$ cat src/hdl/srfp_pkg.sv
// srfp_pkg: shared types, codes and constants for the sonar range frame parser.
// No dependencies; used by the channel interfaces and the top level.
`timescale 1ns / 1ps

package srfp_pkg;

   // field widths
   localparam int ByteW   = 8;
   localparam int DistW   = 10;
   localparam int StatusW = 2;
   localparam int PhaseW  = 2;
   localparam int CountW  = 2;
   localparam int IndexW  = 1;

   typedef logic [ByteW-1:0]   byte_type;
   typedef logic [DistW-1:0]   dist_type;
   typedef logic [StatusW-1:0] status_type;
   typedef logic [PhaseW-1:0]  phase_type;
   typedef logic [CountW-1:0]  count_type;
   typedef logic [IndexW-1:0]  index_type;

   // parser phases
   localparam phase_type PH_WAIT_R = 2'd0;
   localparam phase_type PH_DIGITS = 2'd1;
   localparam phase_type PH_TERM   = 2'd2;

   // result status codes
   localparam status_type ST_BUSY  = 2'd0;
   localparam status_type ST_ERROR = 2'd1;
   localparam status_type ST_NEW   = 2'd2;

   // register indexes
   localparam index_type REG_MIN_DIST = 1'd0;
   localparam index_type REG_MAX_DIST = 1'd1;

   // frame characters
   localparam byte_type CHAR_START = 8'h52;   // 'R'
   localparam byte_type CHAR_CR    = 8'h0D;
   localparam byte_type CHAR_ZERO  = 8'h30;
   localparam byte_type CHAR_NINE  = 8'h39;

   localparam count_type DIGITS_PER_FRAME = 2'd3;

   // reset values
   localparam dist_type MIN_DIST_RST = 10'd20;
   localparam dist_type MAX_DIST_RST = 10'd800;
   localparam dist_type HELD_RST     = 10'd20;

endpackage

$ cat src/hdl/srfp_req_if.sv
// srfp_req_if: valid/ready channel carrying one received serial byte per word.
// Depends on srfp_pkg.
`timescale 1ns / 1ps

interface srfp_req_if
   import srfp_pkg::*;
   ();
   logic     valid;
   logic     ready;
   byte_type rx_byte;

   modport source (output valid, output rx_byte, input ready);
   modport sink   (input valid, input rx_byte, output ready);
endinterface

$ cat src/hdl/srfp_rsp_if.sv
// srfp_rsp_if: valid/ready channel carrying one parse result per word.
// Depends on srfp_pkg.
`timescale 1ns / 1ps

interface srfp_rsp_if
   import srfp_pkg::*;
   ();
   logic       valid;
   logic       ready;
   status_type status;
   dist_type   distance_cm;

   modport source (output valid, output status, output distance_cm, input ready);
   modport sink   (input valid, input status, input distance_cm, output ready);
endinterface

$ cat src/hdl/sonar_range_frame_parser.sv
// sonar_range_frame_parser: parses 'R' ddd CR range frames, one byte per word.
// Latency: a result word appears on rsp the cycle after its byte is accepted.
// Throughput: one byte per cycle; the single result register is refilled in the
// cycle it drains, so req stalls only while a result waits with rsp.ready low.
// Reset (synchronous, active high): waiting for 'R', held distance 20 cm,
// bounds 20..800 cm, no result pending.
`timescale 1ns / 1ps

module sonar_range_frame_parser
   import srfp_pkg::*;
   (
   input  logic        clock,
   input  logic        reset,
   srfp_req_if.sink    req_chan,
   srfp_rsp_if.source  rsp_chan,
   input  logic        csr_we,
   input  index_type   csr_index,
   input  dist_type    csr_wdata
   );

   // configuration registers
   dist_type min_dist_ff, max_dist_ff;

   // parser state
   phase_type phase_ff,   phase_in;
   count_type count_ff,   count_in;
   dist_type  partial_ff, partial_in;
   dist_type  held_ff,    held_in;

   // result register
   logic       rsp_valid_ff;
   status_type status_ff, status_in;
   dist_type   dist_ff;

   logic     accept;
   logic     is_digit;
   byte_type digit_off;
   logic [DistW+3:0] scaled;

   assign req_chan.ready = !rsp_valid_ff || rsp_chan.ready;
   assign accept         = req_chan.valid && req_chan.ready;

   // configuration writes
   always_ff @(posedge clock) begin
      if (reset) begin
         min_dist_ff <= MIN_DIST_RST;
         max_dist_ff <= MAX_DIST_RST;
      end else if (csr_we) begin
         case (csr_index)
            REG_MIN_DIST: min_dist_ff <= csr_wdata;
            REG_MAX_DIST: max_dist_ff <= csr_wdata;
            default: ;
         endcase
      end
   end

   // next-state and status for the incoming byte
   always_comb begin
      is_digit   = (req_chan.rx_byte >= CHAR_ZERO) && (req_chan.rx_byte <= CHAR_NINE);
      digit_off  = req_chan.rx_byte - CHAR_ZERO;
      scaled     = {4'd0, partial_ff} * 14'd10 + {{(DistW+4-ByteW){1'b0}}, digit_off};
      phase_in   = phase_ff;
      count_in   = count_ff;
      partial_in = partial_ff;
      held_in    = held_ff;
      status_in  = ST_BUSY;
      case (phase_ff)
         PH_DIGITS: begin
            if (is_digit) begin
               partial_in = scaled[DistW-1:0];
               count_in   = count_ff + 2'd1;
               if (count_in == DIGITS_PER_FRAME) begin
                  phase_in = PH_TERM;
               end
            end else begin
               status_in = ST_ERROR;
               phase_in  = PH_WAIT_R;
            end
         end
         PH_TERM: begin
            if (req_chan.rx_byte != CHAR_CR) begin
               status_in = ST_ERROR;
            end else if (partial_ff < min_dist_ff || partial_ff > max_dist_ff) begin
               status_in = ST_ERROR;
            end else begin
               held_in   = partial_ff;
               status_in = ST_NEW;
            end
            phase_in = PH_WAIT_R;
         end
         default: begin
            // waiting for 'R'; the unused code behaves the same
            count_in   = '0;
            partial_in = '0;
            if (req_chan.rx_byte == CHAR_START) begin
               phase_in = PH_DIGITS;
            end else begin
               status_in = ST_ERROR;
               phase_in  = PH_WAIT_R;
            end
         end
      endcase
   end

   // parser state update on accept
   always_ff @(posedge clock) begin
      if (reset) begin
         phase_ff   <= PH_WAIT_R;
         count_ff   <= '0;
         partial_ff <= '0;
         held_ff    <= HELD_RST;
      end else if (accept) begin
         phase_ff   <= phase_in;
         count_ff   <= count_in;
         partial_ff <= partial_in;
         held_ff    <= held_in;
      end
   end

   // result register
   always_ff @(posedge clock) begin
      if (reset) begin
         rsp_valid_ff <= 1'b0;
      end else if (accept) begin
         rsp_valid_ff <= 1'b1;
      end else if (rsp_chan.ready) begin
         rsp_valid_ff <= 1'b0;
      end
   end

   always_ff @(posedge clock) begin
      if (accept) begin
         status_ff <= status_in;
         dist_ff   <= held_in;
      end
   end

   assign rsp_chan.valid       = rsp_valid_ff;
   assign rsp_chan.status      = status_ff;
   assign rsp_chan.distance_cm = dist_ff;

   // checks
   a_term_after_three: assert property (@(posedge clock) disable iff (reset)
      phase_ff == PH_TERM |-> count_ff == DIGITS_PER_FRAME)
      else $error("terminator phase entered without three digits");

   a_new_in_bounds: assert property (@(posedge clock) disable iff (reset)
      rsp_valid_ff && status_ff == ST_NEW |->
         dist_ff >= min_dist_ff && dist_ff <= max_dist_ff)
      else $error("new reading outside configured bounds");

   a_bad_start: assert property (@(posedge clock) disable iff (reset)
      accept && phase_ff == PH_WAIT_R && req_chan.rx_byte != CHAR_START |=>
         rsp_valid_ff && status_ff == ST_ERROR)
      else $error("wrong start byte not reported as error");

   a_held_on_new_only: assert property (@(posedge clock) disable iff (reset)
      held_ff != $past(held_ff) && !$past(reset) |-> rsp_valid_ff && status_ff == ST_NEW)
      else $error("held distance changed without a new reading");

endmodule
$ cat src/flat_wrapper.sv
// flat-port wrapper written by rule: the top's interface ports become plain ports
module sonar_range_frame_parser_flat import srfp_pkg::*;
  (clock, reset, csr_we, csr_index, csr_wdata, req_chan_valid, req_chan_rx_byte, req_chan_ready, rsp_chan_valid, rsp_chan_status, rsp_chan_distance_cm, rsp_chan_ready);
  srfp_req_if req_chan_i ();
  srfp_rsp_if rsp_chan_i ();
  input  logic clock;
  input  logic reset;
  input  logic csr_we;
  input  index_type csr_index;
  input  dist_type csr_wdata;
  input wire logic [$bits(req_chan_i.valid)-1:0] req_chan_valid;
  input wire logic [$bits(req_chan_i.rx_byte)-1:0] req_chan_rx_byte;
  output wire logic [$bits(req_chan_i.ready)-1:0] req_chan_ready;
  output wire logic [$bits(rsp_chan_i.valid)-1:0] rsp_chan_valid;
  output wire logic [$bits(rsp_chan_i.status)-1:0] rsp_chan_status;
  output wire logic [$bits(rsp_chan_i.distance_cm)-1:0] rsp_chan_distance_cm;
  input wire logic [$bits(rsp_chan_i.ready)-1:0] rsp_chan_ready;
  assign req_chan_i.valid = req_chan_valid;
  assign req_chan_i.rx_byte = req_chan_rx_byte;
  assign req_chan_ready = req_chan_i.ready;
  assign rsp_chan_valid = rsp_chan_i.valid;
  assign rsp_chan_status = rsp_chan_i.status;
  assign rsp_chan_distance_cm = rsp_chan_i.distance_cm;
  assign rsp_chan_i.ready = rsp_chan_ready;
  sonar_range_frame_parser u_core (.clock(clock), .reset(reset), .req_chan(req_chan_i), .rsp_chan(rsp_chan_i), .csr_we(csr_we), .csr_index(csr_index), .csr_wdata(csr_wdata));
endmodule
$ cat config.mk
export PLATFORM = sky130hd
export DESIGN_NAME = sonar_range_frame_parser_flat
export DESIGN_NICKNAME = d
export VERILOG_FILES = /design/src/hdl/srfp_pkg.sv /design/src/hdl/srfp_req_if.sv /design/src/hdl/srfp_rsp_if.sv /design/src/hdl/sonar_range_frame_parser.sv /design/src/flat_wrapper.sv
export SDC_FILE = /design/constraint.sdc
export NUM_CORES = 1
export LEC_CHECK = 0
export ABC_CLOCK_PERIOD_IN_PS = 2900
export BUFFER_PORTS_ARGS = -buffer_cell sky130_fd_sc_hd__buf_2
export CORE_MARGIN = 2
export CORE_UTILIZATION = 49
export DETAILED_ROUTE_END_ITERATION = 8
export GPL_ROUTABILITY_DRIVEN = 0
export PLACE_DENSITY = 0.76
export SYNTH_ARGS = -nofsm -noshare
export SYNTH_HDL_FRONTEND = slang
export SYNTH_SLANG_ARGS = --single-unit
$ cat constraint.sdc
create_clock -name clock -period 2.9 [get_ports clock]
set_clock_uncertainty 0.15 [all_clocks]
set_input_delay 0.87 -clock clock [delete_from_list [all_inputs] [get_ports clock]]
set_output_delay 0.87 -clock clock [all_outputs]
set_load 0.05 [all_outputs]
==> flow_summary.html, run 1 <==
<table>
<tr><th>Metric</th><th>Value</th></tr>
<tr><th colspan="2">Logic synthesis</th></tr>
<tr><td>Dominant register cell in the synthesized netlist</td><td>dfxtp_1</td></tr>
<tr><td>Async SR Flop Fraction</td><td>0</td></tr>
<tr><td>Number of flops mapped to enable cells by yosys</td><td>12</td></tr>
<tr><td>Average footprint of a synthesized cell</td><td>~9.1 µm²</td></tr>
<tr><td>Post-synthesis cell count</td><td>378</td></tr>
<tr><td>Synthesis Warnings</td><td>0</td></tr>
<tr><td>Part of the Yosys area used for sequential elements</td><td>0.368</td></tr>
<tr><td>Post-synth net total</td><td>447</td></tr>
<tr><td>Post-synthesis sequential element count</td><td>57</td></tr>
<tr><td>Syn Std Cell Area</td><td>roughly 3400 µm²</td></tr>
<tr><td>Post-synthesis cell type count</td><td>44</td></tr>
<tr><th colspan="2">Cells and area</th></tr>
<tr><td>Fillcell total</td><td>541</td></tr>
<tr><td>Area overhead of the layout relative to synthesis</td><td>21.8%</td></tr>
<tr><td>Design area</td><td>roughly 4200 µm²</td></tr>
<tr><td>Fraction of layout instances using a drive strength above 1</td><td>0.246</td></tr>
<tr><td>Antenna diode count</td><td>0</td></tr>
<tr><td>Count of nets after finishing</td><td>between 500 and 600</td></tr>
<tr><td>Fin util</td><td>0.615</td></tr>
<tr><td>Final cell count without fillers</td><td>539</td></tr>
<tr><th colspan="2">Power</th></tr>
<tr><td>Maximum resistive drop on vdd</td><td>0.000495 V</td></tr>
<tr><td>LEAKAGE</td><td>1.83 nW</td></tr>
<tr><td>Final Power</td><td>1.78 mW</td></tr>
<tr><td>P per Cell Area</td><td>426 nW/µm²</td></tr>
<tr><th colspan="2">Setup path</th></tr>
<tr><td>Startpoint Class</td><td>register</td></tr>
<tr><td>Largest incremental delay on the critical path</td><td>0.59 ns</td></tr>
<tr><td>Worst path bufs/invs</td><td>1</td></tr>
<tr><td>Slowest stage cell on the critical path</td><td>fa_2</td></tr>
<tr><td>CP cell instances</td><td>ha_4 &gt; ha_4 &gt; fa_2 &gt; ha_4 &gt; buf_4 &gt; nand3_1 &gt; o211ai_1 &gt; or3_1 &gt; a32oi_1 &gt; nor2_1</td></tr>
<tr><td>Highest fanout seen on the critical path</td><td>4</td></tr>
<tr><td>Crit path arrival time</td><td>about 2.9 ns</td></tr>
<tr><td>CP Capture Type</td><td>register</td></tr>
<tr><td>Largest delay share family, worst path</td><td>adder cells</td></tr>
<tr><td>Worst setup path class</td><td>reg2reg</td></tr>
<tr><td>Library cell appearing most often on the critical path</td><td>ha_4</td></tr>
<tr><td>CP required</td><td>2.97 ns</td></tr>
<tr><th colspan="2">Clocking</th></tr>
<tr><td>CTS sink count</td><td>57</td></tr>
<tr><td>Cell at the root of the clock tree</td><td>clkbuf_8</td></tr>
<tr><td>Clk Latency, worst-skew pair</td><td>0.34 ns</td></tr>
<tr><td>Reg clk slew, reported paths</td><td>0.08 ns</td></tr>
<tr><td>Maximum count of clock buffers along a single path</td><td>2</td></tr>
<tr><td>Hold-fix buffers, CTS</td><td>0</td></tr>
<tr><td>Max H-tree Level</td><td>3</td></tr>
<tr><td>CTS tree</td><td>built</td></tr>
<tr><td>Total clock buffers created by CTS</td><td>9</td></tr>
<tr><th colspan="2">Place</th></tr>
<tr><td>Place WS</td><td>-0.0279 ns</td></tr>
<tr><td>Count of input and output buffers</td><td>37</td></tr>
<tr><td>HPWL after detailed placement</td><td>5.62 mm</td></tr>
<tr><td>Cell count after placement</td><td>~520</td></tr>
<tr><td>Area after DPL</td><td>3870 µm²</td></tr>
<tr><th colspan="2">GRT</th></tr>
<tr><td>Total routing resource utilization after global routing</td><td>0.212</td></tr>
<tr><td>Residual overflow from global routing</td><td>0</td></tr>
<tr><td>Maximum number of pins on one net before global-route repair</td><td>29</td></tr>
<tr><td>Wire length of the first global-routing pass</td><td>12.7 mm</td></tr>
<tr><td>Number of antenna violations at the first check in global routing</td><td>0</td></tr>
<tr><td>Via count of the first global-routing pass</td><td>about 2800</td></tr>
<tr><th colspan="2">STA</th></tr>
<tr><td>Total count of hold-check failures in the final report</td><td>0</td></tr>
<tr><td>Fin Hold WS</td><td>0.303 ns</td></tr>
<tr><td>Top achievable clock speed</td><td>about 350 MHz</td></tr>
<tr><td>Worst slew slack as a fraction of its limit</td><td>0.665</td></tr>
<tr><td>Final Cycle Share</td><td>0.974</td></tr>
<tr><td>Worst setup slack after layout</td><td>0.0767 ns</td></tr>
<tr><td>Max-slew violation count</td><td>0</td></tr>
<tr><td>Post-route setup TNS</td><td>0 ns</td></tr>
<tr><td>Final count of negative-setup-slack endpoints</td><td>0</td></tr>
<tr><td>Transition time at the pin with the least slew margin</td><td>0.502 ns</td></tr>
<tr><td>Time the worst path needs with I/O delays and setup</td><td>between 2 and 3 ns</td></tr>
<tr><th colspan="2">Floorplanning</th></tr>
<tr><td>Initial core utilization</td><td>0.505</td></tr>
<tr><td>Die width</td><td>87.6 µm</td></tr>
<tr><td>Num rows</td><td>30</td></tr>
<tr><td>Area of the die</td><td>7680 µm²</td></tr>
<tr><td>CORE AREA</td><td>6790 µm²</td></tr>
<tr><td>Die span in y</td><td>just under 90 µm</td></tr>
<tr><td>Boundary Pins</td><td>38</td></tr>
<tr><th colspan="2">Run</th></tr>
<tr><td>Max-cap check violation count</td><td>0</td></tr>
<tr><th colspan="2">Drt</th></tr>
<tr><td>Routed via count divided by cell count</td><td>about 5.3</td></tr>
<tr><td>1st-iter DRT viols</td><td>162</td></tr>
<tr><td>DRC viols</td><td>0</td></tr>
<tr><td>Average routed wire per standard cell</td><td>14.1 µm</td></tr>
<tr><td>First-pass DRT Iterations</td><td>5</td></tr>
<tr><td>Remaining antenna violation count</td><td>0</td></tr>
<tr><td>Via count</td><td>2861</td></tr>
<tr><td>Post-Route WL</td><td>7.59 mm</td></tr>
<tr><th colspan="2">Run status</th></tr>
<tr><td>Outcome</td><td>finished clean</td></tr>
<tr><th colspan="2">Min path</th></tr>
<tr><td>Classification of the worst-slack hold path</td><td>reg2reg</td></tr>
</table>
worst min-delay path: stages, from the launching register on:
cell and delay, ns:
dfxtp_1 0.31, nand2_1 0.05, a21oi_1 0.05
registers in the layout, summed over array words and instances, names as in the netlist:
| name | count |
|---|---|
| u_core.count_ff | 2 |
| u_core.partial_ff | 10 |
| u_core.rsp_chan.valid | 1 |
| u_core.rsp_chan.distance_cm | 10 |
| u_core.rsp_chan.status | 2 |
| u_core.min_dist_ff | 10 |
| u_core.phase_ff | 2 |
| u_core.held_ff | 10 |
| u_core.max_dist_ff | 10 |
cell families (layout without fill, tap and decap cells):
kind of cell	count (synthesis)	after routing	synth area share
compound gates	73	73	0.133
xor+xnor	10	10	0.0296
fa+ha+maj	45	45	0.169
buf+inv	44	109	0.0493
flops	57	57	0.368
mux	21	21	0.0650
simple gates	128	128	0.186
path summary, 6_finish.rpt:
path / from / to / slack, ns / cells past startpoint
worst min-delay path: u_core.min_dist_ff[5] / u_core.min_dist_ff[5] / 0.30 / 2
worst max-delay path: u_core.partial_ff[3] / u_core.partial_ff[6] / 0.08 / 10
worst max register to register: u_core.partial_ff[3] / u_core.partial_ff[6] / 0.08 / 10
worst min register to register: u_core.min_dist_ff[5] / u_core.min_dist_ff[5] / 0.30 / 2
area by class of cell:
class                      count  area, µm²  area share
inverter                      32        120      0.0288
multi-input combinational    277       2090       0.501
clock buffer                   9        124      0.0297
sequential                    57       1260       0.303
clock inverter                 7       78.8      0.0189
tap                           96        120      0.0288
timing repair buffer          61        378      0.0905
power by group:
part	total, mW	internal, mW	switching (mW)	leakage [nW]
Clock	0.749	0.403	0.346	0.0925
Combinational	0.191	0.0699	0.121	1.26
Sequential	0.838	0.830	0.00827	0.477
Total	1.78	1.30	0.476	1.83
synthesized netlist by cell type, types with 5 or more instances:
| library cell | n | area share |
|---|---|---|
| mux2_2 | 10 | 0.033 |
| a22oi_1 | 8 | 0.018 |
| a21o_1 | 6 | 0.013 |
| xnor2_1 | 5 | 0.013 |
| inv_1 | 32 | 0.035 |
| nand3_1 | 7 | 0.010 |
| edfxtp_1 | 12 | 0.11 |
| ha_1 | 43 | 0.16 |
| nand2_1 | 47 | 0.051 |
| nand2b_1 | 22 | 0.040 |
| a21oi_1 | 35 | 0.051 |
| mux2i_1 | 11 | 0.032 |
| nor2_1 | 24 | 0.026 |
| dfxtp_1 | 45 | 0.26 |
| clkbuf_1 | 10 | 0.011 |
| o21ai_0 | 7 | 0.010 |
metal layers:
metal	track usage	vias up	part of all wire
li1	-	1442	-
met2	0.357	60	0.50
met4	0.0769	0	0.014
met5	0	-	0
met1	0.265	1347	0.44
met3	0.0509	12	0.042
cells in the final DEF, fill, tap and decap left out, types with 3 or more instances in the layout:
cell,n
nor4_1,3
nand3b_1,3
dfxtp_1,42
o21ai_0,6
and3_1,4
buf_2,37
ha_1,36
xnor2_1,5
nand4_1,3
dfxtp_2,3
inv_1,32
mux2_2,10
clkinvlp_4,3
o21bai_1,4
a21oi_1,33
mux2i_1,11
edfxtp_1,12
nand2_1,47
xor2_1,4
nand2b_1,22
clkbuf_8,9
a22oi_1,8
ha_4,5
nor2_1,24
a211o_1,3
a21o_1,6
nor3_1,4
buf_4,23
nand3_1,7
what timing repair did:
item | CTS | global route
setup endpoints to repair | 2 | 3
pin swaps | 1 | 7
hold endpoints to repair | 0 | 0
buffers inserted | 0 | 1
gates resized for setup | 5 | 14
(Power assumes the default switching activity.)
==> inputs of run 2 (changes only) <==
Settings changed: SETUP_SLACK_MARGIN set to 0.2.
==> run 2 against run 1 <==
Net effect:
- register-to-register slack better by 0.03 ns
- combinational power is 5% higher
- critical endpoint is now u_core.partial_ff[8]
- critical path depth up 1
- setup slack improved by 0.026 ns
- via count rose by 0.91%
- count of clock-buffer cells in the layout unchanged
==> flow_summary.html, run 2 (synthesized netlist as in run 1, its figures left out) <==
<table>
<tr><th>Metric</th><th>Value</th></tr>
<tr><th colspan="2">Run status</th></tr>
<tr><td>Outcome</td><td>finished clean</td></tr>
<tr><th colspan="2">Clocking</th></tr>
<tr><td>Maximum count of clock buffers along a single path</td><td>2</td></tr>
<tr><td>CTS sink count</td><td>57</td></tr>
<tr><td>Cell at the root of the clock tree</td><td>clkbuf_8</td></tr>
<tr><td>Max H-tree Level</td><td>3</td></tr>
<tr><td>Total clock buffers created by CTS</td><td>9</td></tr>
<tr><td>Clk Latency, worst-skew pair</td><td>~0.35 ns</td></tr>
<tr><td>Reg clk slew, reported paths</td><td>0.07 ns</td></tr>
<tr><td>CTS tree</td><td>built</td></tr>
<tr><th colspan="2">Cells and area</th></tr>
<tr><td>Fraction of layout instances using a drive strength above 1</td><td>0.279</td></tr>
<tr><td>Count of nets after finishing</td><td>509</td></tr>
<tr><td>Antenna diode count</td><td>0</td></tr>
<tr><td>Most common cell after layout, fill and taps aside</td><td>nand2_1</td></tr>
<tr><td>Area overhead of the layout relative to synthesis</td><td>26.6%</td></tr>
<tr><td>Final cell count without fillers</td><td>between 500 and 600</td></tr>
<tr><td>Design area</td><td>4340 µm²</td></tr>
<tr><td>Leading cell types in the layout, fill and taps excluded</td><td>nand2_1 (47), dfxtp_1 (42), buf_2 (37)</td></tr>
<tr><th colspan="2">Place</th></tr>
<tr><td>HPWL after detailed placement</td><td>approximately 5.7 mm</td></tr>
<tr><td>Area after DPL</td><td>3880 µm²</td></tr>
<tr><td>Count of input and output buffers</td><td>37</td></tr>
<tr><td>Cell count after placement</td><td>520</td></tr>
<tr><th colspan="2">Floorplanning</th></tr>
<tr><td>CORE AREA</td><td>6790 µm²</td></tr>
<tr><td>Num rows</td><td>30</td></tr>
<tr><td>Boundary Pins</td><td>38</td></tr>
<tr><td>Die width</td><td>87.6 µm</td></tr>
<tr><td>Initial core utilization</td><td>0.505</td></tr>
<tr><td>Die span in y</td><td>slightly below 90 µm</td></tr>
<tr><td>Area of the die</td><td>7680 µm²</td></tr>
<tr><th colspan="2">Setup path</th></tr>
<tr><td>R2R depth</td><td>11</td></tr>
<tr><td>Worst setup path class</td><td>reg2reg</td></tr>
<tr><td>Highest fanout seen on the critical path</td><td>3</td></tr>
<tr><td>Startpoint Class</td><td>register</td></tr>
<tr><td>Timing startpoint of the critical path</td><td>u_core.partial_ff[1]</td></tr>
<tr><td>Capturing point of the worst reg2reg path</td><td>u_core.partial_ff[8]</td></tr>
<tr><td>Crit path arrival time</td><td>2.86 ns</td></tr>
<tr><td>CP Capture Type</td><td>register</td></tr>
<tr><td>Register-to-register setup slack</td><td>0.10 ns</td></tr>
<tr><td>Start of the worst register-to-register path</td><td>u_core.partial_ff[1]</td></tr>
<tr><td>CP required</td><td>2.96 ns</td></tr>
<tr><td>Setup crit end</td><td>u_core.partial_ff[8]</td></tr>
<tr><th colspan="2">Power</th></tr>
<tr><td>Maximum resistive drop on vdd</td><td>0.000348 V</td></tr>
<tr><td>Gate power share</td><td>0.108</td></tr>
<tr><td>Part of the power in registers</td><td>0.449</td></tr>
<tr><td>P per Cell Area</td><td>428 nW/µm²</td></tr>
<tr><td>Clock group share of total power</td><td>0.443</td></tr>
<tr><td>Internal cell power</td><td>about 1.4 mW</td></tr>
<tr><td>LEAKAGE</td><td>1.84 nW</td></tr>
<tr><td>Net switching power of the design</td><td>~0.48 mW</td></tr>
<tr><td>Sw Share</td><td>0.256</td></tr>
<tr><td>Final Power</td><td>1.86 mW</td></tr>
<tr><th colspan="2">GRT</th></tr>
<tr><td>Total routing resource utilization after global routing</td><td>0.219</td></tr>
<tr><td>Number of antenna violations at the first check in global routing</td><td>0</td></tr>
<tr><td>Residual overflow from global routing</td><td>0</td></tr>
<tr><td>Wire length of the first global-routing pass</td><td>about 13 mm</td></tr>
<tr><td>Via count of the first global-routing pass</td><td>between 2000 and 3000</td></tr>
<tr><td>Maximum number of pins on one net before global-route repair</td><td>51</td></tr>
<tr><th colspan="2">Drt</th></tr>
<tr><td>Post-Route WL</td><td>between 8 and 9 mm</td></tr>
<tr><td>1st-iter DRT viols</td><td>188</td></tr>
<tr><td>Routed via count divided by cell count</td><td>5.34</td></tr>
<tr><td>Average routed wire per standard cell</td><td>14.8 µm</td></tr>
<tr><td>Remaining antenna violation count</td><td>0</td></tr>
<tr><td>DRC viols</td><td>0</td></tr>
<tr><td>First-pass DRT Iterations</td><td>4</td></tr>
<tr><td>Via count</td><td>roughly 2900</td></tr>
<tr><th colspan="2">STA</th></tr>
<tr><td>Transition time at the pin with the least slew margin</td><td>0.797 ns</td></tr>
<tr><td>Final count of negative-setup-slack endpoints</td><td>0</td></tr>
<tr><td>Setup repair after global routing missed its margin</td><td>yes</td></tr>
<tr><td>Fin Hold WS</td><td>roughly 0.3 ns</td></tr>
<tr><td>Post-route setup TNS</td><td>0 ns</td></tr>
<tr><td>Time the worst path needs with I/O delays and setup</td><td>2.80 ns</td></tr>
<tr><td>Max-slew violation count</td><td>0</td></tr>
<tr><td>Final Cycle Share</td><td>0.964</td></tr>
<tr><td>Top achievable clock speed</td><td>358 MHz</td></tr>
<tr><td>Worst slew slack as a fraction of its limit</td><td>0.468</td></tr>
<tr><td>Total count of hold-check failures in the final report</td><td>0</td></tr>
<tr><th colspan="2">Min path</th></tr>
<tr><td>Classification of the worst-slack hold path</td><td>reg2reg</td></tr>
<tr><th colspan="2">Run</th></tr>
<tr><td>Max-cap check violation count</td><td>0</td></tr>
</table>
[run 2: changes by cell type in the layout (fill, tap and decap cells not counted), moves of 2 or more]
cell / change
ha_1: -7
ha_4: +5
dfxtp_2: -3
dfxtp_4: +3
ha_2: +2
inv_6: -2
[run 2: worst min-delay path by stage]
stage / start / endpoint / slack [ns] / cells past startpoint
6_report: u_core.min_dist_ff[7] / u_core.min_dist_ff[7] / 0.31 / 2
2_1_floorplan: u_core.max_dist_ff[1] / u_core.max_dist_ff[1] / 0.29 / 2
3_5_place_dp: u_core.max_dist_ff[3] / u_core.max_dist_ff[3] / 0.30 / 2
5_1_grt: u_core.max_dist_ff[3] / u_core.max_dist_ff[3] / 0.33 / 2
4_1_cts: u_core.min_dist_ff[7] / u_core.min_dist_ff[7] / 0.31 / 2
3_3_place_gp: u_core.min_dist_ff[5] / u_core.min_dist_ff[5] / 0.30 / 2
[run 2: routing by layer]
layer / share of wire / track usage / wire [µm] / up-vias
li1: - / - / - / 1447
met1: 0.44 / 0.261 / 3500 / 1366
met2: 0.50 / 0.388 / 4010 / 62
met3: 0.050 / 0.0660 / 404 / 12
met4: 0.016 / 0.0476 / 125 / 0
met5: 0 / 0 / 0 / -
[run 2: power groups by stage]
stage	clock [mW]	sequential, mW	combinational [mW]
finish	0.823	0.835	0.201
floorplan	0	0.881	0.0989
CTS	0.828	0.838	0.190
detailed placement	0	0.856	0.187
global placement	0	0.855	0.180
global route	0.863	0.837	0.221
[run 2: cell type report]
type | count | area, µm²
sequential | 57 | 1270
inverter | 32 | 120
tap | 96 | 120
clock buffer | 9 | 124
multi-input combinational | 278 | 2220
fill | 528 | 2450
timing repair buffer | 62 | 389
clock inverter | 7 | 95.1
[run 2: critical path, stage by stage, from the launching register on]
cell and delay (ns):
dfxtp_4 0.36, ha_4 0.24, ha_4 0.16, fa_2 0.36
xor2_1 0.18, ha_2 0.30, or3_4 0.35, o21ai_4 0.07
o21bai_1 0.14, xnor2_1 0.11, a22oi_1 0.17, nor2_1 0.06
[run 2: stage by stage]
stage / setup WS [ns] / utilization
2_1_floorplan: 0.192 / -
3_3_place_gp: 0.00438 / 0.571
3_5_place_dp: -0.0260 / 0.571
4_1_cts: 0.0609 / 0.613
5_1_grt: 0.0159 / 0.639
6_report: 0.103 / 0.639
[run 2: timing repair]
| item | in CTS | in global routing |
|---|---|---|
| hold buffers | 0 | 0 |
| gates cloned | 0 | 1 |
| pin swaps | 4 | 13 |
| resized for setup | 9 | 24 |
| setup endpoints to repair | 4 | 14 |
| buffers inserted | 1 | 3 |
